$ cat src/rtl/core/cbt_pkg.sv
// Shared types and constants for the CAN bit-timing sequencer.
package cbt_pkg;

   // Width of the quantum counter and the phase target.
   localparam int CNT_W = 5;

   localparam int SEG_W  = 3;
   localparam int S1_W   = 5;
   localparam int S2_W   = 4;
   localparam int JW_W   = 3;
   localparam int CSR_IDX_W  = 2;
   localparam int CSR_DATA_W = 5;

   // Segment codes.
   localparam logic [SEG_W-1:0] SEG_SYNC    = 3'd0;
   localparam logic [SEG_W-1:0] SEG_SEG1    = 3'd1;
   localparam logic [SEG_W-1:0] SEG_SEG2    = 3'd2;
   localparam logic [SEG_W-1:0] SEG_DELAY   = 3'd3;
   localparam logic [SEG_W-1:0] SEG_ADVANCE = 3'd4;

   // Configuration register indexes.
   localparam logic [CSR_IDX_W-1:0] CSR_SEG1_QUANTA = 2'd0;
   localparam logic [CSR_IDX_W-1:0] CSR_SEG2_QUANTA = 2'd1;
   localparam logic [CSR_IDX_W-1:0] CSR_JUMP_WIDTH  = 2'd2;

   // Configuration reset values.
   localparam logic [S1_W-1:0] SEG1_RESET = 5'd6;
   localparam logic [S2_W-1:0] SEG2_RESET = 4'd4;
   localparam logic [JW_W-1:0] JW_RESET   = 3'd1;

   typedef struct packed {
      logic edge_seen;
      logic idle_at_edge;
   } req_type;

   typedef struct packed {
      logic             write_pulse;
      logic             sample_pulse;
      logic [SEG_W-1:0] segment;
   } rsp_type;

   typedef struct packed {
      logic [S1_W-1:0] seg1_quanta;
      logic [S2_W-1:0] seg2_quanta;
      logic [JW_W-1:0] jump_width;
   } cfg_type;

endpackage

$ cat src/rtl/core/can_bit_timing_sync.sv
// Top level of the CAN bit-timing sequencer: input register, step logic, result register.
//
//   channel  direction  handshake              payload
//   req      in         req_valid / req_stall  req_type: edge_seen, idle_at_edge
//   rsp      out        rsp_valid / rsp_stall  rsp_type: write_pulse, sample_pulse, segment
//   csr      in         csr_valid / csr_ready  csr_index, csr_data
//
// Each item is held in the input register and its result is captured in the result
// register: one item per cycle while the result is not stalled.
// The segment state advances when an item moves from the input to the result register.
// Reset is synchronous; it clears the state and loads the register defaults.
// A stalled result holds both stages; req_stall rises only when the input stage is full.
module can_bit_timing_sync (
   input  logic                           clock,
   input  logic                           reset,
   input  logic                           req_valid,
   output logic                           req_stall,
   input  cbt_pkg::req_type               req_data,
   output logic                           rsp_valid,
   input  logic                           rsp_stall,
   output cbt_pkg::rsp_type               rsp_data,
   input  logic                           csr_valid,
   output logic                           csr_ready,
   input  logic [cbt_pkg::CSR_IDX_W-1:0]  csr_index,
   input  logic [cbt_pkg::CSR_DATA_W-1:0] csr_data
);

   cbt_pkg::cfg_type cfg;
   cbt_pkg::req_type item_ff;
   cbt_pkg::rsp_type result;
   cbt_pkg::rsp_type rsp_ff;
   logic             item_valid_ff;
   logic             rsp_valid_ff;
   logic             out_free;
   logic             advance;

   assign out_free  = ~rsp_valid_ff | ~rsp_stall;
   assign advance   = item_valid_ff & out_free;
   assign req_stall = item_valid_ff & ~out_free;
   assign rsp_valid = rsp_valid_ff;
   assign rsp_data  = rsp_ff;

   cbt_csr u_csr (
      .clock     (clock),
      .reset     (reset),
      .csr_valid (csr_valid),
      .csr_ready (csr_ready),
      .csr_index (csr_index),
      .csr_data  (csr_data),
      .cfg       (cfg)
   );

   cbt_step u_step (
      .clock   (clock),
      .reset   (reset),
      .advance (advance),
      .item    (item_ff),
      .cfg     (cfg),
      .result  (result)
   );

   always_ff @(posedge clock) begin
      if (reset) begin
         item_valid_ff <= 1'b0;
         rsp_valid_ff  <= 1'b0;
      end else begin
         if (~req_stall) begin
            item_valid_ff <= req_valid;
         end
         if (out_free) begin
            rsp_valid_ff <= advance;
         end
      end
   end

   always_ff @(posedge clock) begin
      if (req_valid & ~req_stall) begin
         item_ff <= req_data;
      end
      if (advance) begin
         rsp_ff <= result;
      end
   end

endmodule

$ cat src/rtl/core/cbt_csr.sv
// Configuration registers of the CAN bit-timing sequencer.
module cbt_csr (
   input  logic                             clock,
   input  logic                             reset,
   input  logic                             csr_valid,
   output logic                             csr_ready,
   input  logic [cbt_pkg::CSR_IDX_W-1:0]    csr_index,
   input  logic [cbt_pkg::CSR_DATA_W-1:0]   csr_data,
   output cbt_pkg::cfg_type                 cfg
);

   cbt_pkg::cfg_type cfg_ff;
   cbt_pkg::cfg_type cfg_in;

   assign csr_ready = 1'b1;
   assign cfg       = cfg_ff;

   always_comb begin
      cfg_in = cfg_ff;
      if (csr_valid) begin
         case (csr_index)
            cbt_pkg::CSR_SEG1_QUANTA: cfg_in.seg1_quanta = csr_data[cbt_pkg::S1_W-1:0];
            cbt_pkg::CSR_SEG2_QUANTA: cfg_in.seg2_quanta = csr_data[cbt_pkg::S2_W-1:0];
            cbt_pkg::CSR_JUMP_WIDTH:  cfg_in.jump_width  = csr_data[cbt_pkg::JW_W-1:0];
            default: cfg_in = cfg_ff;
         endcase
      end
   end

   always_ff @(posedge clock) begin
      if (reset) begin
         cfg_ff.seg1_quanta <= cbt_pkg::SEG1_RESET;
         cfg_ff.seg2_quanta <= cbt_pkg::SEG2_RESET;
         cfg_ff.jump_width  <= cbt_pkg::JW_RESET;
      end else begin
         cfg_ff <= cfg_in;
      end
   end

endmodule

$ cat src/rtl/core/cbt_step.sv
// Segment state and the per-tick sequencing logic of the bit-timing sequencer.
module cbt_step (
   input  logic             clock,
   input  logic             reset,
   input  logic             advance,
   input  cbt_pkg::req_type item,
   input  cbt_pkg::cfg_type cfg,
   output cbt_pkg::rsp_type result
);

   logic [cbt_pkg::SEG_W-1:0] segment_ff, segment_in;
   logic [cbt_pkg::CNT_W-1:0] count_ff, count_in;
   logic [cbt_pkg::CNT_W-1:0] target_ff, target_in;
   logic                      soft_ff, soft_in;

   logic                      hard;
   logic                      soft_sync;
   logic [cbt_pkg::SEG_W-1:0] seg;
   logic [cbt_pkg::CNT_W-1:0] cnt_inc;
   logic [cbt_pkg::CNT_W-1:0] s1_ext;
   logic [cbt_pkg::CNT_W-1:0] s2_ext;
   logic [cbt_pkg::CNT_W-1:0] jw_ext;
   logic [cbt_pkg::CNT_W-1:0] jump;
   logic [cbt_pkg::CNT_W-1:0] late_target;
   logic [cbt_pkg::CNT_W-1:0] early_target;
   logic                      wr;
   logic                      smp;

   always_comb begin
      hard      = item.edge_seen & item.idle_at_edge;
      soft_sync = soft_ff | (item.edge_seen & ~item.idle_at_edge);
      // A hard sync restarts the bit at the sync segment before the tick runs.
      seg     = hard ? cbt_pkg::SEG_SYNC : segment_ff;
      cnt_inc = (hard ? '0 : count_ff) + cbt_pkg::CNT_W'(1);
      s1_ext  = cbt_pkg::CNT_W'(cfg.seg1_quanta);
      s2_ext  = cbt_pkg::CNT_W'(cfg.seg2_quanta);
      jw_ext  = cbt_pkg::CNT_W'(cfg.jump_width);
      jump    = (jw_ext < cnt_inc) ? jw_ext : cnt_inc;
      late_target  = s1_ext + jump;
      early_target = s2_ext - jump;

      segment_in = seg;
      count_in   = cnt_inc;
      target_in  = target_ff;
      soft_in    = soft_sync;
      wr         = 1'b0;
      smp        = 1'b0;

      case (seg)
         cbt_pkg::SEG_SEG1: begin
            if (soft_sync) begin
               soft_in    = 1'b0;
               target_in  = late_target;
               segment_in = cbt_pkg::SEG_DELAY;
            end else if (cnt_inc == s1_ext) begin
               smp        = 1'b1;
               count_in   = '0;
               segment_in = cbt_pkg::SEG_SEG2;
            end
         end
         cbt_pkg::SEG_SEG2: begin
            if (soft_sync) begin
               soft_in   = 1'b0;
               target_in = early_target;
               // Resync late in seg2 goes straight back to seg1.
               if (cnt_inc >= early_target) begin
                  count_in   = '0;
                  segment_in = cbt_pkg::SEG_SEG1;
               end else begin
                  segment_in = cbt_pkg::SEG_ADVANCE;
               end
            end else if (cnt_inc == s2_ext) begin
               segment_in = cbt_pkg::SEG_SYNC;
            end
         end
         cbt_pkg::SEG_DELAY: begin
            if (cnt_inc == target_ff) begin
               smp        = 1'b1;
               count_in   = '0;
               segment_in = cbt_pkg::SEG_SEG2;
            end
         end
         cbt_pkg::SEG_ADVANCE: begin
            if (cnt_inc == target_ff) begin
               count_in   = '0;
               segment_in = cbt_pkg::SEG_SEG1;
            end
         end
         default: begin
            wr         = 1'b1;
            count_in   = '0;
            segment_in = cbt_pkg::SEG_SEG1;
         end
      endcase

      result.write_pulse  = wr;
      result.sample_pulse = smp;
      result.segment      = segment_in;
   end

   always_ff @(posedge clock) begin
      if (reset) begin
         segment_ff <= cbt_pkg::SEG_SYNC;
         count_ff   <= '0;
         target_ff  <= '0;
         soft_ff    <= 1'b0;
      end else if (advance) begin
         segment_ff <= segment_in;
         count_ff   <= count_in;
         target_ff  <= target_in;
         soft_ff    <= soft_in;
      end
   end

endmodule
$ cat config.mk
export PLATFORM = sky130hd
export DESIGN_NAME = can_bit_timing_sync
export DESIGN_NICKNAME = d
export VERILOG_FILES = /design/src/rtl/core/cbt_pkg.sv /design/src/rtl/core/can_bit_timing_sync.sv /design/src/rtl/core/cbt_csr.sv /design/src/rtl/core/cbt_step.sv
export SDC_FILE = /design/constraint.sdc
export NUM_CORES = 1
export LEC_CHECK = 0
export BUFFER_PORTS_ARGS = -buffer_cell sky130_fd_sc_hd__clkbuf_2
export CELL_PAD_IN_SITES_DETAIL_PLACEMENT = 1
export CELL_PAD_IN_SITES_GLOBAL_PLACEMENT = 2
export CORE_MARGIN = 2
export CORE_UTILIZATION = 37
export DETAILED_ROUTE_END_ITERATION = 8
export PLACE_DENSITY = 0.91
export SLEW_MARGIN = 20
export SYNTH_ARGS = -nofsm -noshare
export SYNTH_HDL_FRONTEND = slang
export SYNTH_SLANG_ARGS = --single-unit
$ cat constraint.sdc
create_clock -name clock -period 4.63 [get_ports clock]
set_input_delay 0 -clock clock [delete_from_list [all_inputs] [get_ports clock]]
set_output_delay 0 -clock clock [all_outputs]
set_load 0.005 [all_outputs]
==> summary.txt <==
Status
  – Status: completed

Final layout
  – Area delta synth->final: 10.5%
  – Ant diodes: 0
  – Fillers: a little over 800
  – Fin area: 2850 µm²
  – Final Core Density: 42.2%
  – Nets@finish: 345
  – Share of layout cells above drive strength 1: between 10% and 20%

Worst setup path
  – Worst path cell trace: and2_4 > a21oi_1 > a21oi_1 > o22ai_1 > maj3_1 > nor2_2 > mux2_2 > ha_1 > inv_1 > fa_1 > inv_1 > ha_1 > a21oi_1 > o21bai_1 > a41o_2 > a21o_2 > a31oi_4 > a22o_1
  – Critical path depth in cells: 18
  – CP arrival: 4510 ps
  – Crit-path max FO: 12
  – CP max stage delay: 450 ps
  – Slowest cell on the critical path: edfxtp_1
  – CP top delay family: compound AO/OA/AOI/OAI gates
  – CP endpoint kind: flip-flop
  – CP startpoint kind: flip-flop
  – Crit-path most repeated cell: a21oi_1
  – Crit path buf inv count: 2
  – Crit Path Category: reg2reg
  – WP data required: 4860 ps
  – R2R cell count: 18

Min path
  – Hold Path Class: in2reg
  – Hold path depth: 4

Logic synthesis
  – #FFs+latches synth: 35
  – Synth warnings: 0
  – Mapped Cells: 290
  – Post-synthesis cell type count: 68
  – Synth Flop Type: dfxtp_1
  – Synth Cell Area: 2580 µm²
  – Syn avg cell area: 8.90 µm²
  – Sequential element share of the synthesized area: 29.9%
  – Synth async-reset ratio: 0%
  – EDFF count, synth: 7

Clocking
  – H-tree depth: 2
  – Post-CTS setup repair buffer count: 0
  – Total clock sinks: 35
  – Clock transition at path regs: 70 ps
  – Resized cells post-CTS: 0
  – Total CTS buffers: 5
  – CTS tree: done
  – Later-pin clock latency in the skew report: 290 ps
  – CTS Root Cell: clkbuf_8
  – Clock buffer depth: 2

Place
  – Port bufs: 20
  – Place WS: roughly 370 ps
  – GPL Wtd Cong: between 0.8 and 0.9
  – HPWL after DPL: 4.99 mm
  – Placed Area: between 2000 and 3000 µm²

Pwr
  – Worst VDD drop: 0.136 mV
  – Leak: 0.00119 µW
  – PD cells: between 200 and 250 nW/µm²
  – Pwr Total: 670 µW

Floorplanning
  – Die width: 87.5 µm
  – Die footprint: between 7000 and 8000 µm²
  – Core outline area: 6760 µm²
  – I/O pins: 22
  – Die H: 87.5 µm
  – Starting density of the core: 38.2%
  – Row cnt: 30

Route
  – DRC viols: 0
  – Initial DRC Count: 121
  – WL final: 6.49 mm
  – DRT Pass-1 Iters: 4
  – Via density: 5.60
  – Routed vias: 2229
  – Post-DRT Antenna Nets: 0
  – WL/cell: between 15 and 20 µm

STA
  – Final worst path period share: 92.4%
  – Slew Limit Fails: 0
  – Fmax achieved: between 0.2 and 0.25 GHz
  – Final min period: between 4000 and 5000 ps
  – Setup TNS Final: 0 ps
  – Fin. Hold Viols: 0
  – Final WS setup: 352 ps
  – Slew HR: 49.1%
  – # setup viols final: 0
  – Worst-margin pin slew: 759 ps
  – Final Skew: about 12 ps
  – RSZ-0062 raised after global routing: no

GRT
  – Vias in the first global route: 2198
  – Largest net degree at the start of global routing: 26
  – Antenna violations before repair: 0
  – GRT overflow: 0
  – All-Layer GR Usage: between 10% and 20%
  – First-pass GRT wire length: about 11 mm

Job
  – Max-cap violations: 0
flip-flops by register name (all words and copies together) (netlist names):
name	cells
item_valid_ff	1
u_step.segment_ff	3
u_step.target_ff	5
item_ff	2
rsp_valid	1
u_step.count_ff	5
rsp_data	5
u_csr.cfg	12
u_step.soft_ff	1
cell families (layout without fill, tap and decap cells):
kind of cell             after synthesis  count (layout)  synth area share (%)
AO/OA/AOI/OAI                         73              73                  21.8
buffers and inverters                 34              61                  8.58
AND/OR/NAND/NOR                       99              99                  19.6
adder cells (fa/ha/maj)               15              15                  7.76
XOR/XNOR                              17              17                  5.77
other                                  2               3                 0.291
multiplexers                          15              15                  6.40
flip-flops                            35              35                  29.9
per-stage QoR:
| stage | hold slack (ps) | instances |
|---|---|---|
| after floorplan | 98.9 | 291 |
| after global placement | 182 | 381 |
| after detailed placement | 182 | 381 |
| after CTS | 174 | 398 |
| after global routing | 171 | 398 |
| final | 133 | 398 |
tightest hold or removal path: cells and delay by family:
kind	cells	cell delay (ps)
AO/OA/AOI/OAI	1	100
buffers and inverters	1	100
AND/OR/NAND/NOR	2	190
repair_timing:
| action | 4_1_cts | 5_1_grt |
|---|---|---|
| hold buffers | 9 | 0 |
| setup endpoints to repair | 0 | 1 |
| hold endpoints to repair | 12 | 0 |
layout by cell type (no fill, tap or decap), types with 3 or more instances in the layout:
master,netlist,layout
a211o_1,4,4
a21o_1,6,6
a21oi_1,17,17
a22o_1,5,5
a311oi_1,4,4
and3_1,3,3
buf_4,1,5
clkbuf_2,0,20
clkbuf_8,6,5
conb_1,2,3
dfxtp_1,28,28
dlygate4sd3_1,0,9
edfxtp_1,7,7
ha_1,12,12
inv_1,19,19
mux2i_1,12,12
nand2_1,18,18
nand2b_1,3,3
nand3_1,7,7
nand3b_1,4,4
nand4_1,3,3
nor2_1,38,38
nor2b_1,3,3
nor3b_1,4,3
o211ai_1,3,3
o21ai_0,7,7
o32ai_1,4,4
xnor2_1,11,11
xor2_1,6,6
area by class of cell:
cell class | instances | area [µm²] | area share (%)
clock buffers | 7 | 76.3 | 2.68
clock inverters | 1 | 7.51 | 0.263
inverters | 19 | 71.3 | 2.50
multi-input cells | 222 | 1600 | 56.0
flip-flops and latches | 35 | 771 | 27.0
well taps | 80 | 100 | 3.51
repair buffers | 34 | 228 | 7.99
cell usage after synthesis (2+ instances only):
library cell / count / area, µm²
nand2_1: 18 / 67.6
nor3b_1: 4 / 30.0
xnor2_1: 11 / 96.3
and3_1: 3 / 18.8
a22o_1: 5 / 43.8
o21ai_0: 7 / 35.0
mux2i_1: 12 / 120
dfxtp_1: 28 / 561
a211oi_1: 2 / 15.0
xor2_1: 6 / 52.6
o32ai_1: 4 / 35.0
mux2_2: 2 / 22.5
or2_2: 2 / 12.5
nor3_1: 2 / 10.0
nand3b_1: 4 / 30.0
nor2_1: 38 / 143
inv_1: 19 / 71.3
conb_1: 2 / 7.51
a21boi_0: 2 / 15.0
fa_1: 2 / 40.0
buf_6: 4 / 45.0
ha_1: 12 / 150
nand4_1: 3 / 18.8
nand3_1: 7 / 35.0
nor2b_1: 3 / 18.8
a311oi_1: 4 / 35.0
a21oi_1: 17 / 85.1
a21o_1: 6 / 45.0
clkbuf_8: 6 / 82.6
a211o_1: 4 / 35.0
nand2b_1: 3 / 18.8
clkbuf_1: 3 / 11.3
o211ai_1: 3 / 22.5
o22a_1: 2 / 17.5
edfxtp_1: 7 / 210
report_power, final:
group	total [µW]	switching, µW	internal (µW)
clock	219	113	106
combinational	112	63.1	49.2
sequential	338	15.0	323
total	670	191	479
path summary, 6_finish.rpt:
| path | from | slack [ps] | endpoint |
|---|---|---|---|
| worst max-delay path | item_ff[1]$_DFFE_PP_ | 350 | u_step.count_ff[0]$_SDFFE_PP0P_ |
| worst min-delay path | csr_index[1] | 130 | u_csr.cfg[8]$_SDFFE_PP1P_ |
| worst max register to register | item_ff[1]$_DFFE_PP_ | 350 | u_step.count_ff[0]$_SDFFE_PP0P_ |
| worst min register to register | item_valid_ff$_SDFFE_PP0N_ | 510 | rsp_valid$_SDFFE_PP0N_ |
per-layer routing:
| metal | GRT usage, % | vias up | share of wire, % |
|---|---|---|---|
| li1 | - | 1100 | - |
| met1 | 24.9 | 1076 | 48 |
| met2 | 29.3 | 41 | 46 |
| met3 | 2.84 | 12 | 3.1 |
| met4 | 6.85 | 0 | 2.7 |
| met5 | 0 | - | 0 |
Power figures use the tool's default switching activity.
